===== config.mk =====
export PLATFORM = sky130hd
export DESIGN_NAME = key_debounce_short_long_press_core
export DESIGN_NICKNAME = d
export VERILOG_FILES = /design/src/hw/rtl/kdb_pkg.sv /design/src/hw/rtl/kdb_step.sv /design/src/hw/rtl/key_debounce_short_long_press_core.sv
export SDC_FILE = /design/constraint.sdc
export NUM_CORES = 1
export LEC_CHECK = 0
export BUFFER_PORTS_ARGS = -buffer_cell sky130_fd_sc_hd__buf_2
export CORE_MARGIN = 5
export CORE_UTILIZATION = 65
export DETAILED_ROUTE_END_ITERATION = 6
export GPL_TIMING_DRIVEN = 0
export MAX_ROUTING_LAYER = met4
export PLACE_DENSITY = 0.9
export SYNTH_ARGS = -nofsm -noshare
export SYNTH_HDL_FRONTEND = slang
export SYNTH_SLANG_ARGS = --single-unit

===== constraint.sdc =====
create_clock -name i_clk -period 6.45 [get_ports i_clk]
set_input_delay 0.645 -clock i_clk [delete_from_list [all_inputs] [get_ports i_clk]]
set_output_delay 0.645 -clock i_clk [all_outputs]
set_load 0.03 [all_outputs]

===== src/hw/rtl/kdb_pkg.sv =====
// Shared types, constants and helpers for the key debounce core.
// Used by kdb_step and key_debounce_short_long_press_core; no dependencies.
`timescale 1ns / 1ps

package kdb_pkg;

    localparam int unsigned TimerW   = 16;
    localparam int unsigned CodeW    = 8;
    localparam int unsigned CfgIdxW  = 2;
    localparam int unsigned CfgDataW = 16;
    localparam int unsigned OutDataW = 16;

    // Configuration register indexes
    localparam logic [CfgIdxW-1:0] CFG_FILTER_TICKS = 2'd0;
    localparam logic [CfgIdxW-1:0] CFG_LONG_TICKS   = 2'd1;
    localparam logic [CfgIdxW-1:0] CFG_FREE_CODE    = 2'd2;

    // Register reset values
    localparam logic [TimerW-1:0] FILTER_TICKS_RST = 16'd2;
    localparam logic [TimerW-1:0] LONG_TICKS_RST   = 16'd100;
    localparam logic [CodeW-1:0]  FREE_CODE_RST    = 8'h00;

    // Scan sequencer steps
    typedef enum logic [1:0] {
        STEP_IDLE    = 2'd0,
        STEP_CONFIRM = 2'd1,
        STEP_HELD    = 2'd2,
        STEP_RELEASE = 2'd3
    } t_step;

    typedef struct packed {
        logic [TimerW-1:0] filter_ticks;
        logic [TimerW-1:0] long_ticks;
        logic [CodeW-1:0]  free_code;
    } t_cfg;

    typedef struct packed {
        logic             event_valid;
        logic             long_press;
        logic [CodeW-1:0] event_code;
    } t_result;

    // Saturating increment of a tick counter
    function automatic logic [TimerW-1:0] sat_inc(input logic [TimerW-1:0] v);
        sat_inc = (v == {TimerW{1'b1}}) ? v : v + {{(TimerW-1){1'b0}}, 1'b1};
    endfunction

endpackage


===== src/hw/rtl/kdb_step.sv =====
// Debounce scan sequencer: tick counters, step register and event latches.
// Depends on kdb_pkg.
`timescale 1ns / 1ps

module kdb_step (
    input  logic                       i_clk,
    input  logic                       i_rst_n,
    input  logic                       i_advance,
    input  logic [kdb_pkg::CodeW-1:0]  i_key_code,
    input  kdb_pkg::t_cfg              i_cfg,
    output kdb_pkg::t_result           o_result
);

    kdb_pkg::t_step                r_step, n_step;
    logic [kdb_pkg::TimerW-1:0]    r_scan_elapsed, n_scan_elapsed;
    logic [kdb_pkg::TimerW-1:0]    r_hold_elapsed, n_hold_elapsed;
    logic [kdb_pkg::CodeW-1:0]     r_held_code, n_held_code;
    logic                          r_long_reported, n_long_reported;
    logic                          r_last_long, n_last_long;
    logic [kdb_pkg::CodeW-1:0]     r_last_code, n_last_code;
    logic                          w_event;
    logic [kdb_pkg::TimerW-1:0]    w_scan_inc;
    logic                          w_scan;

    // Advance the scan tick counter and decide whether this tick scans
    assign w_scan_inc = kdb_pkg::sat_inc(r_scan_elapsed);
    assign w_scan     = (w_scan_inc >= i_cfg.filter_ticks);

    // Next state of the scan sequencer
    always_comb begin
        n_step          = r_step;
        n_scan_elapsed  = w_scan ? '0 : w_scan_inc;
        n_hold_elapsed  = kdb_pkg::sat_inc(r_hold_elapsed);
        n_held_code     = r_held_code;
        n_long_reported = r_long_reported;
        n_last_long     = r_last_long;
        n_last_code     = r_last_code;
        w_event         = 1'b0;
        if (w_scan) begin
            unique case (r_step)
                kdb_pkg::STEP_IDLE: begin
                    if (i_key_code != i_cfg.free_code) begin
                        n_held_code = i_key_code;
                        n_step      = kdb_pkg::STEP_CONFIRM;
                    end
                end
                kdb_pkg::STEP_CONFIRM: begin
                    if (i_key_code == r_held_code) begin
                        n_step         = kdb_pkg::STEP_HELD;
                        n_hold_elapsed = '0;
                    end else begin
                        n_step = kdb_pkg::STEP_IDLE;
                    end
                end
                kdb_pkg::STEP_HELD: begin
                    // A match with the held key is tested before release
                    if (i_key_code == r_held_code) begin
                        if (!r_long_reported && (n_hold_elapsed >= i_cfg.long_ticks)) begin
                            w_event         = 1'b1;
                            n_last_long     = 1'b1;
                            n_last_code     = r_held_code;
                            n_long_reported = 1'b1;
                        end
                    end else if (i_key_code == i_cfg.free_code) begin
                        n_step = kdb_pkg::STEP_RELEASE;
                    end
                end
                kdb_pkg::STEP_RELEASE: begin
                    if (i_key_code == i_cfg.free_code) begin
                        if (!r_long_reported) begin
                            w_event     = 1'b1;
                            n_last_long = 1'b0;
                            n_last_code = r_held_code;
                        end
                        n_step          = kdb_pkg::STEP_IDLE;
                        n_long_reported = 1'b0;
                    end else begin
                        n_step = kdb_pkg::STEP_HELD;
                    end
                end
            endcase
        end
    end

    // Result of this tick
    always_comb begin
        o_result.event_valid = w_event;
        o_result.long_press  = n_last_long;
        o_result.event_code  = n_last_code;
    end

    // Commit state on each request taken from the input register
    always_ff @(posedge i_clk) begin
        if (!i_rst_n) begin
            r_step          <= kdb_pkg::STEP_IDLE;
            r_scan_elapsed  <= '0;
            r_hold_elapsed  <= '0;
            r_held_code     <= '0;
            r_long_reported <= 1'b0;
            r_last_long     <= 1'b0;
            r_last_code     <= '0;
        end else if (i_advance) begin
            r_step          <= n_step;
            r_scan_elapsed  <= n_scan_elapsed;
            r_hold_elapsed  <= n_hold_elapsed;
            r_held_code     <= n_held_code;
            r_long_reported <= n_long_reported;
            r_last_long     <= n_last_long;
            r_last_code     <= n_last_code;
        end
    end

`ifndef SYNTHESIS
    // A long press is only ever reported from the held step
    a_long_from_held: assert property (@(posedge i_clk) disable iff (!i_rst_n)
        (i_advance && w_event && n_last_long) |-> (r_step == kdb_pkg::STEP_HELD))
        else $error("long press event outside held step");

    // A short press is only reported on a confirmed release
    a_short_from_release: assert property (@(posedge i_clk) disable iff (!i_rst_n)
        (i_advance && w_event && !n_last_long) |-> (r_step == kdb_pkg::STEP_RELEASE))
        else $error("short press event outside release step");

    // The long-press mark lives only while a key is held or releasing
    a_long_mark_scope: assert property (@(posedge i_clk) disable iff (!i_rst_n)
        r_long_reported |-> ((r_step == kdb_pkg::STEP_HELD) ||
                             (r_step == kdb_pkg::STEP_RELEASE)))
        else $error("long press mark set in idle or confirm step");
`endif

endmodule


===== src/hw/rtl/key_debounce_short_long_press_core.sv =====
// A request in the input register reaches o_m_tvalid via the result register.
// Throughput: one request per cycle while i_m_tready is high; the input holds one more.
// The scan step is one pass through kdb_step between the input and result registers.
// Reset (synchronous, i_rst_n low): registers to defaults, scan idle, both stages empty.
// Top level of the key debounce core; depends on kdb_pkg and kdb_step.
`timescale 1ns / 1ps

module key_debounce_short_long_press_core (
    input  logic                          i_clk,
    input  logic                          i_rst_n,
    // Configuration write port
    input  logic                          i_cfg_we,
    input  logic [kdb_pkg::CfgIdxW-1:0]   i_cfg_idx,
    input  logic [kdb_pkg::CfgDataW-1:0]  i_cfg_data,
    // Tick stream in
    input  logic                          i_s_tvalid,
    output logic                          o_s_tready,
    input  logic [kdb_pkg::CodeW-1:0]     i_s_tdata,   // [7:0] key_code
    // Result stream out
    output logic                          o_m_tvalid,
    input  logic                          i_m_tready,
    output logic [kdb_pkg::OutDataW-1:0]  o_m_tdata    // [0] event_valid, [1] long_press,
                                                       // [9:2] event_code, [15:10] zero
);

    kdb_pkg::t_cfg                 r_cfg;
    logic                          r_in_valid;
    logic [kdb_pkg::CodeW-1:0]     r_in_key;
    logic                          r_out_valid;
    kdb_pkg::t_result              r_out;
    kdb_pkg::t_result              w_result;
    logic                          w_advance;

    // Configuration registers; writes beyond the list are dropped
    always_ff @(posedge i_clk) begin
        if (!i_rst_n) begin
            r_cfg.filter_ticks <= kdb_pkg::FILTER_TICKS_RST;
            r_cfg.long_ticks   <= kdb_pkg::LONG_TICKS_RST;
            r_cfg.free_code    <= kdb_pkg::FREE_CODE_RST;
        end else if (i_cfg_we) begin
            unique case (i_cfg_idx)
                kdb_pkg::CFG_FILTER_TICKS: r_cfg.filter_ticks <= i_cfg_data;
                kdb_pkg::CFG_LONG_TICKS:   r_cfg.long_ticks   <= i_cfg_data;
                kdb_pkg::CFG_FREE_CODE:    r_cfg.free_code    <= i_cfg_data[kdb_pkg::CodeW-1:0];
                default: ;
            endcase
        end
    end

    // Move the held request on when the result register is free or draining
    assign w_advance  = r_in_valid && (!r_out_valid || i_m_tready);
    assign o_s_tready = !r_in_valid || w_advance;

    // Input register
    always_ff @(posedge i_clk) begin
        if (!i_rst_n) begin
            r_in_valid <= 1'b0;
        end else if (o_s_tready) begin
            r_in_valid <= i_s_tvalid;
        end
    end

    always_ff @(posedge i_clk) begin
        if (o_s_tready && i_s_tvalid) begin
            r_in_key <= i_s_tdata;
        end
    end

    kdb_step u_step (
        .i_clk      (i_clk),
        .i_rst_n    (i_rst_n),
        .i_advance  (w_advance),
        .i_key_code (r_in_key),
        .i_cfg      (r_cfg),
        .o_result   (w_result)
    );

    // Result register
    always_ff @(posedge i_clk) begin
        if (!i_rst_n) begin
            r_out_valid <= 1'b0;
        end else if (w_advance) begin
            r_out_valid <= 1'b1;
        end else if (i_m_tready) begin
            r_out_valid <= 1'b0;
        end
    end

    always_ff @(posedge i_clk) begin
        if (w_advance) begin
            r_out <= w_result;
        end
    end

    assign o_m_tvalid = r_out_valid;
    assign o_m_tdata  = {{(kdb_pkg::OutDataW - kdb_pkg::CodeW - 2){1'b0}},
                         r_out.event_code, r_out.long_press, r_out.event_valid};

`ifndef SYNTHESIS
    // A request taken from the input register always lands in the result register
    a_advance_fills_out: assert property (@(posedge i_clk) disable iff (!i_rst_n)
        w_advance |=> r_out_valid)
        else $error("advanced request did not reach result register");

    // Back-pressure on the input only when the input register is occupied
    a_stall_means_full: assert property (@(posedge i_clk) disable iff (!i_rst_n)
        !o_s_tready |-> (r_in_valid && r_out_valid && !i_m_tready))
        else $error("input stalled without a blocked request");
`endif

endmodule


==> results.py, run 1 <==
metrics = {
    "run_status": {
        "status": "finished, final reports clean",
    },
    "global_routing": {
        "grt_pass1_vias": 5139,
        "antenna_found_initial": 0,
        "grt_usage_pct": 26.22,
        "grt_start_max_net_pins": 22,
        "grt_pass1_wl_um": 23450,
        "gr-total-overflow": 0,
    },
    "placed_design": {
        "routabilityCongestion": 0.9832,
        "portBuffers": 42,
        "dp_hpwl_um": 10770,
    },
    "floorplan": {
        "coreArea_um2": 9109,
        "io_pins": 49,
        "die_w_um": 106.2,
        "fp-row-count": 35,
        "fp.dieArea_um2": 11270,
        "start_util_pct": 65.98,
        "fp.dieH_um": 106.2,
    },
    "logic_synthesis": {
        "synth_edf_count": 18,
        "syn_avg_cell_area_um2": 8.996,
        "seq_area_frac_synth_pct": 40.31,
        "synth.distinct_cells": 66,
        "synth_area_um2": 6010,
        "synth-seq-cells": 112,
        "synthCells": 668,
        "synthArstFlopShare_pct": 0,
        "synth_ff_type": "dfxtp_1",
        "yosysWarnings": 0,
    },
    "timing": {
        "setup_viol": 0,
        "slew_violations": 0,
        "setup-tns-final_ps": 0,
        "whs_ps": 430.3,
        "finalCriticalPeriod_ps": 4442,
        "slew_headroom_pct": 30.98,
        "fin_skew_ps": 13.89,
        "max_freq_mhz": 225.1,
        "fin_crit_sh_pct": 68.87,
        "rsz0062_at_grt": "no",
        "worstMarginPinSlew_ps": 1033,
        "finalHoldViolations": 0,
    },
    "layout": {
        "n_antenna_cell": 0,
        "drive_gt1_share_pct": 12.45,
        "area_delta_synth_final_pct": 9.286,
        "nets": 791,
    },
    "worst_hold_path": {
        "hp-class": "in -> reg",
    },
    "clocking": {
        "cts_resized": 0,
        "cts_tree": "built",
        "clk_latency_ps": 380,
        "cts_buffers": 9,
        "ctsLongestPathBuffers": 2,
        "post_cts_buffers": 0,
        "cts_root_buffer": "clkbuf_8",
        "clk_pin_slew_ps": 120,
        "cts.sinks": 112,
        "cts_max_level": 3,
        "hold_buffers": 0,
    },
    "critical_path": {
        "crit_fanout": 10,
        "worst_ep_arrival_time_ps": 4590,
        "worstPathRequired_ps": 6600,
        "path_class": "reg -> reg",
        "end_kind": "flop",
        "start_kind": "flop",
    },
    "routing": {
        "dr.pass1.iters": 5,
        "drt_iter0_drc": 402,
        "drt-total-wl_um": 14050,
        "vias_per_cell": 6.133,
        "via_count": 5164,
        "drc": 0,
        "wl_per_cell_um": 16.69,
        "ant_nets": 0,
    },
    "power": {
        "irDropWorstVdd_v": 0.0001924,
        "power.density_nw_per_um2": 196.4,
        "swShare_pct": 28.12,
        "clkPwrFrac_pct": 31.9,
        "leakage_uw": 0.002752,
        "seq_power_share_pct": 57.4,
        "combPwrFrac_pct": 10.7,
        "p_sw_uw": 362.7,
        "internal-power_uw": 927.3,
    },
    "flow_run": {
        "max-cap-violations": 0,
    },
}
## sequential cells by signal, indices dropped and copies added, names as in the netlist
name / count
o_m_tdata: 10
u_step.r_last_long: 1
u_step.r_last_code: 8
u_step.r_held_code: 8
r_cfg: 40
o_m_tvalid: 1
r_in_key: 8
u_step.r_step: 2
r_in_valid: 1
u_step.r_scan_elapsed: 16
u_step.r_hold_elapsed: 16
u_step.r_long_reported: 1
## power groups by stage
stage | clock network, uW | registers (uW) | logic [uW]
finish | 412 | 741 | 138
global route | 444 | 743 | 150
CTS | 413 | 740 | 135
detailed placement | 0 | 756 | 133
global placement | 0 | 755 | 127
floorplan | 0 | 758 | 87.0
## kinds of logic (layout without fill, tap and decap cells)
logic type	count (synthesis)	count (layout)	synth area share, %
fa+ha+maj	34	34	7.079
simple gates	257	257	21.26
other cells	1	6	0.06240
compound gates	126	126	15.57
flops	112	112	40.31
buf+inv	70	128	4.934
mux	29	29	5.101
xor+xnor	39	39	5.684
## metal layers
layer  global-route usage, %  routed length [um]  up-vias
li1                        -                   -     2462
met1                   32.41                5952     2441
met2                   42.22                6614      209
met3                   4.189                 862       52
met4                   12.21                 621        0
met5                       -                   0        -
## per-stage QoR
step | power, uW | instances | worst slack [ps] | cell area [um^2] | util, %
after floorplan | 844.7 | 673 | 2735 | 6028 | -
final | 1290 | 842 | 2008 | 6568 | 72.10
after detailed placement | 889.7 | 826 | 2080 | 6377 | 70.01
after CTS | 1289 | 842 | 2083 | 6568 | 72.10
after global placement | 882.2 | 826 | 2264 | 6377 | 70.01
after global routing | 1337 | 842 | 1699 | 6568 | 72.10
## cell usage after synthesis, types with 16 or more instances
cell type	n	area share (%)
inv_1	37	2.3
clkbuf_1	21	1.3
edfxtp_1	18	9.0
a21boi_0	28	3.5
xor2_1	21	3.1
nor2_1	29	1.8
mux2i_1	16	2.7
nand3_1	16	1.3
nand2_1	124	7.7
xnor2_1	18	2.6
dfxtp_1	94	31
a21oi_1	19	1.6
ha_1	34	7.1
## final cells by class
| type | instances | area (um^2) |
|---|---|---|
| multi-input combinational | 491 | 3309 |
| fill | 662 | 2541 |
| sequential | 112 | 2422 |
| timing repair buffer | 42 | 210.2 |
| buffer | 33 | 157.7 |
| inverter | 37 | 138.9 |
| tap | 111 | 138.9 |
| clock buffer | 10 | 127.6 |
| clock inverter | 6 | 62.56 |
## placed cells by master, fill, tap and decap left out, types with 6 or more instances in the layout
master	count
nand2_1	124
dfxtp_1	94
buf_2	45
inv_1	37
ha_1	34
nor2_1	29
a21boi_0	28
clkbuf_1	22
xor2_1	21
a21oi_1	19
xnor2_1	18
edfxtp_1	18
nand3_1	16
mux2i_1	16
o21ai_0	15
a32o_1	15
and3_1	12
nor2b_1	10
a22o_1	10
mux2_1	10
clkbuf_8	9
nor3_1	8
or3_1	8
and2_1	7
nand2b_1	6
nand4b_1	6
buf_4	6
conb_1	6
## critical path: stages, from the launching register on
cell and delay (ps):
dfxtp_1 320, buf_2 170, nand3_1 170, or3_1 440, nor2_1 260, nand3_1 130, mux2_1 350, ha_1 310
nand2_1 90, nor4_1 460, a32oi_1 250, a211oi_2 390, a21oi_1 140, nor2_4 250, buf_6 180, mux2_1 320
## worst paths after layout
path                                              start                     end  slack, ps  cells after the start
setup / recovery  u_step.r_hold_elapsed[5]$_SDFFE_PN0P_  o_m_tdata[9]$_DFFE_PP_       2010                     15
hold / removal                             i_s_tdata[5]   r_in_key[5]$_DFFE_PP_        430                      1
setup reg to reg  u_step.r_hold_elapsed[5]$_SDFFE_PN0P_  o_m_tdata[9]$_DFFE_PP_       2010                     15
hold reg to reg                  r_cfg[33]$_SDFFE_PN0P_  r_cfg[33]$_SDFFE_PN0P_        470                      2
No activity file was read; power rests on OpenSTA's default activity.
==> inputs of run 2 (changes only) <==
- CORE_UTILIZATION: 65 -> 54
- PLACE_DENSITY: 0.9 -> 0.8
- clock period: 6.45 -> 3.9 ns (I/O delays scaled with it)
==> run 2 against run 1 <==
The run now ends with DRC left. Final area increased by 4.8%. Power up 70%. Clock-buffer cell count did not move. Worst hold slack got worse by 260 ps. Non-clock buffer count grew 10. First-iteration DRC count grew 0.75%. Final cell count is 4.6% higher. Critical endpoint is now o_m_tdata[4]$_DFFE_PP_. Largest power group unchanged.
==> results.py, run 2 (same netlist as run 1, synthesis figures left out) <==
metrics = {
    "layout": {
        "largest_reg_flops": 40,
        "drive_gt1_share_pct": 18.35,
        "layout_commonest_cell": "nand2_1",
        "multi_input_area_um2": 3472,
        "n_antenna_cell": 0,
        "top_register": "r_cfg",
        "top_regs": "r_cfg (40), u_step.r_hold_elapsed (16), u_step.r_scan_elapsed (16)",
        "nets": 801,
        "final_cell_mix": "nand2_1 (121), dfxtp_1 (82), buf_2 (44)",
        "finalNonFillerCells": 881,
        "seq_area_um2": 2445,
        "area_delta_synth_final_pct": 14.55,
        "fillCellCount": 899,
    },
    "placed_design": {
        "dp_hpwl_um": 10770,
        "dp_slack_ps": -439.4,
        "placedCellCount": 855,
        "routabilityCongestion": 0.8739,
        "portBuffers": 42,
    },
    "global_routing": {
        "grt_pass1_vias": 4934,
        "gr-total-overflow": 0,
        "antenna_found_initial": 0,
        "grt_start_max_net_pins": 20,
        "grt_pass1_wl_um": 23530,
        "grt_usage_pct": 23.06,
    },
    "timing": {
        "fin_skew_ps": 10.80,
        "fin_ws_ps": 136.6,
        "setup_viol": 0,
        "finalHoldViolations": 0,
        "finalCriticalPeriod_ps": 3763,
        "fin_crit_sh_pct": 96.50,
        "whs_ps": 168.9,
        "slew_violations": 0,
        "max_freq_mhz": 265.7,
        "setup-tns-final_ps": 0,
        "worstMarginPinSlew_ps": 1111,
        "rsz0062_at_grt": "yes",
        "slew_headroom_pct": 25.80,
    },
    "run_status": {
        "status": "finished with violations",
        "violations": "DRC",
    },
    "clocking": {
        "ctsLongestPathBuffers": 2,
        "clk_latency_ps": 390,
        "cts_buffers": 9,
        "cts_max_level": 3,
        "cts_tree": "built",
        "cts.sinks": 112,
        "clk_pin_slew_ps": 110,
        "hold_buffers": 0,
        "cts_root_buffer": "clkbuf_8",
    },
    "critical_path": {
        "critPathBufInv": 1,
        "cp_slowest_cell": "nor4_4",
        "worst_ep_arrival_time_ps": 3900,
        "crit_family": "simple AND/OR/NAND/NOR gates",
        "crit_fanout": 7,
        "r2r_slack_ps": 140,
        "end_kind": "flop",
        "critPathMaxStageDelay_ps": 440,
        "path_class": "reg -> reg",
        "crit_chain": "and4_4, nand3_2, nor4_4, nor2_2, and3_1, xor2_1, ha_1, a21oi_1, nand2_1, a211oi_2, nand2_2, a21oi_4, nor2_4, buf_4, mux2_1",
        "worstPathRequired_ps": 4040,
        "start_kind": "flop",
    },
    "routing": {
        "dr.pass1.iters": 7,
        "ant_nets": 0,
        "drt_iter0_drc": 405,
        "vias_per_cell": 5.815,
        "via_count": 5123,
        "drc": 2,
        "drt-total-wl_um": 14740,
        "wl_per_cell_um": 16.73,
    },
    "power": {
        "leakage_uw": 0.002874,
        "irDropWorstVdd_v": 0.0003321,
        "power.density_nw_per_um2": 318.3,
        "finalPower_uw": 2191,
    },
    "floorplan": {
        "coreArea_um2": 10890,
        "start_util_pct": 55.19,
        "io_pins": 49,
        "fp.dieH_um": 115.5,
        "die_w_um": 115.5,
        "fp-row-count": 38,
        "fp.dieArea_um2": 13340,
    },
    "flow_run": {
        "max-cap-violations": 0,
    },
    "worst_hold_path": {
        "hp-class": "in -> reg",
    },
}
-- run 2: cell types whose count changed in the layout (fill, tap and decap cells not counted), sizes merged --
cell,change
bufinv,+1
clkbuf,-2
buf,+12
clkinvlp,+1
inv,+1
clkinv,-3
-- run 2: power breakdown --
group,internal [uW],total [uW],switching (uW)
Combinational,89.4,244,154
Sequential,1200,1220,21.7
Clock,307,725,417
-- run 2: final cells by class --
type	instances	share of cell area (%)
Inverter	37	2.017
Buffer	32	2.326
Clock buffer	10	1.854
Timing Repair Buffer	53	4.253
Clock inverter	6	1.054
Multi-Input combinational cell	491	50.44
Tap cell	140	2.545
Sequential cell	112	35.51
-- run 2: per-stage QoR --
stage | utilization (%) | area (um^2)
finish | 63.23 | 6884
global route | 63.23 | 6884
CTS | 61.78 | 6726
detailed placement | 58.91 | 6414
global placement | 58.91 | 6414
floorplan | - | 6028
-- run 2: path summary, 6_finish.rpt --
kind / from / to / cells after the start
setup / recovery: u_step.r_scan_elapsed[3]$_SDFFE_PN0P_ / o_m_tdata[4]$_DFFE_PP_ / 15
hold / removal: i_s_tdata[1] / r_in_key[1]$_DFFE_PP_ / 1
setup reg to reg: u_step.r_scan_elapsed[3]$_SDFFE_PN0P_ / o_m_tdata[4]$_DFFE_PP_ / 15
hold reg to reg: r_cfg[17]$_SDFFE_PN0P_ / r_cfg[17]$_SDFFE_PN0P_ / 2
-- run 2: timing repair --
item / 4_1_cts / 5_1_grt
setup endpoints to repair: 33 / 50
gates resized for setup: 12 / 41
setup buffers: 6 / 5
pin swaps: 6 / 12
-- run 2: per-layer routing --
| metal | wire length, um | vias to the layer above | global-route usage [%] |
|---|---|---|---|
| met2 | 7102 | 205 | 37.81 |
| li1 | - | 2477 | - |
| met5 | 0 | - | - |
| met4 | 509 | 0 | 10.02 |
| met3 | 840 | 42 | 2.611 |
| met1 | 6286 | 2399 | 28.84 |
==> inputs of run 3 (changes only) <==
- RECOVER_POWER: not set -> 50
==> run 3 against run 2 <==
Combinational power barely moved. Largest power group unchanged. The flow now finishes without violations. Final cell count unchanged. Critical path depth unchanged. First-iteration DRC count is 12% lower. Power fell by 0.11%. Die area unchanged. Sequential share of layout area grew 0.084 points.
==> results.py, run 3 (same netlist as run 1, synthesis figures left out) <==
metrics = {
    "layout": {
        "final_cell_mix": "nand2_1 (121), dfxtp_1 (82), inv_1 (37)",
        "finalNonFillerCells": 881,
        "layout_commonest_cell": "nand2_1",
        "area_delta_synth_final_pct": 14.28,
        "top_register": "r_cfg",
        "nets": 801,
        "n_antenna_cell": 0,
        "final_util_pct": 63.08,
        "drive_gt1_share_pct": 16.60,
        "seq_area_um2": 2445,
        "multi_input_area_um2": 3472,
        "fillCellCount": 905,
        "largest_reg_flops": 40,
        "top_regs": "r_cfg (40), u_step.r_hold_elapsed (16), u_step.r_scan_elapsed (16)",
    },
    "routing": {
        "wl_per_cell_um": 16.67,
        "via_count": 5128,
        "drt-total-wl_um": 14690,
        "vias_per_cell": 5.821,
        "dr.pass1.iters": 5,
        "drt_iter0_drc": 356,
        "ant_nets": 0,
        "drc": 0,
    },
    "global_routing": {
        "gr-total-overflow": 0,
        "grt_pass1_wl_um": 23530,
        "antenna_found_initial": 0,
        "grt_start_max_net_pins": 20,
        "grt_pass1_vias": 4934,
        "grt_usage_pct": 23.06,
    },
    "critical_path": {
        "cp_slowest_cell": "nor4_4",
        "crit_chain": "and4_4, nand3_2, nor4_4, nor2_2, and3_1, xor2_1, ha_1, a21oi_1, nand2_1, a211oi_2, nand2_2, a21oi_4, nor2_4, buf_4, mux2_1",
        "worstPathRequired_ps": 4040,
        "path_class": "reg -> reg",
        "worst_ep_arrival_time_ps": 3910,
        "critPathBufInv": 1,
        "crit_family": "simple AND/OR/NAND/NOR gates",
        "start_kind": "flop",
        "critPathMaxStageDelay_ps": 440,
        "crit_fanout": 7,
        "end_kind": "flop",
    },
    "power": {
        "leakage_uw": 0.002836,
        "combPwrFrac_pct": 11.1,
        "p_sw_uw": 592.4,
        "seq_power_share_pct": 55.9,
        "internal-power_uw": 1596,
        "power.density_nw_per_um2": 318.7,
        "irDropWorstVdd_v": 0.0003320,
        "finalPower_uw": 2189,
        "swShare_pct": 27.06,
        "clkPwrFrac_pct": 33.1,
    },
    "floorplan": {
        "die_w_um": 115.5,
        "fp.dieArea_um2": 13340,
        "io_pins": 49,
        "fp.dieH_um": 115.5,
        "start_util_pct": 55.19,
        "fp-row-count": 38,
        "coreArea_um2": 10890,
    },
    "timing": {
        "setup_viol": 0,
        "finalCriticalPeriod_ps": 3764,
        "fin_ws_ps": 135.7,
        "finalHoldViolations": 0,
        "max_freq_mhz": 265.7,
        "worstMarginPinSlew_ps": 1113,
        "slew_violations": 0,
        "fin_skew_ps": 9.946,
        "fin_crit_sh_pct": 96.52,
        "rsz0062_at_grt": "yes",
        "slew_headroom_pct": 25.63,
        "whs_ps": 167.5,
    },
    "clocking": {
        "ctsLongestPathBuffers": 2,
        "clk_latency_ps": 390,
        "cts_tree": "built",
        "cts_root_buffer": "clkbuf_8",
        "hold_buffers": 0,
        "clk_pin_slew_ps": 110,
        "cts_max_level": 3,
        "cts.sinks": 112,
        "cts_buffers": 9,
    },
    "placed_design": {
        "dp_hpwl_um": 10770,
        "dp_slack_ps": -439.4,
        "routabilityCongestion": 0.8739,
        "portBuffers": 42,
        "placedCellCount": 855,
    },
    "flow_run": {
        "max-cap-violations": 0,
    },
    "worst_hold_path": {
        "hp-class": "in -> reg",
    },
    "run_status": {
        "status": "finished, final reports clean",
    },
}
[run 3: repair_timing]
| item | in CTS | in global routing |
|---|---|---|
| gates resized for setup | 12 | 41 |
| buffers inserted | 6 | 5 |
| pin swaps | 6 | 12 |
| cloned | 0 | 0 |
| setup endpoints to repair | 33 | 50 |
[run 3: area by class of cell]
class | instances | area share (%)
clock inverters | 6 | 1.057
multi-input cells | 491 | 50.56
flip-flops and latches | 112 | 35.60
repair buffers | 53 | 4.026
clock buffers | 10 | 1.858
inverters | 37 | 2.022
well taps | 140 | 2.551
plain buffers | 32 | 2.332
[run 3: power groups by stage]
stage,Sequential [uW],Clock (uW),Combinational (uW)
after floorplan,1250,0,144
after global placement,1250,0,215
after detailed placement,1250,0,223
after CTS,1220,734,230
after global routing,1230,784,266
final,1220,724,242
[run 3: through the flow]
step	instance area, um^2	TNS, ps
2_1_floorplan	6028	0
3_3_place_gp	6414	-2456
3_5_place_dp	6414	-4178
4_1_cts	6726	0
5_1_grt	6868	-1232
6_report	6868	0
[run 3: routing by layer]
layer / GRT usage [%] / wire, um / vias up / part of all wire [%]
met2: 37.81 / 7150 / 199 / 49
met5: - / 0 / - / 0
li1: - / - / 2478 / -
met1: 28.84 / 6195 / 2407 / 42
met3: 2.611 / 859 / 44 / 5.8
met4: 10.02 / 481 / 0 / 3.3
[run 3: path summary, 6_finish.rpt]
check,start,end,slack (ps),depth (start not counted)
max reg2reg,u_step.r_scan_elapsed[3]$_SDFFE_PN0P_,o_m_tdata[4]$_DFFE_PP_,140,15
max,u_step.r_scan_elapsed[3]$_SDFFE_PN0P_,o_m_tdata[4]$_DFFE_PP_,140,15
min reg2reg,r_cfg[17]$_SDFFE_PN0P_,r_cfg[17]$_SDFFE_PN0P_,470,2
min,i_s_tdata[1],r_in_key[1]$_DFFE_PP_,170,1
[run 3: worst reg2reg max path: stages, from the launching register on]
cell and delay, ps:
dfxtp_4 400, and4_4 250, nand3_2 130, nor4_4 440, nor2_2 130, and3_1 240, xor2_1 150, ha_1 310
a21oi_1 180, nand2_1 80, a211oi_2 280, nand2_2 120, a21oi_4 230, nor2_4 90, buf_4 150, mux2_1 330
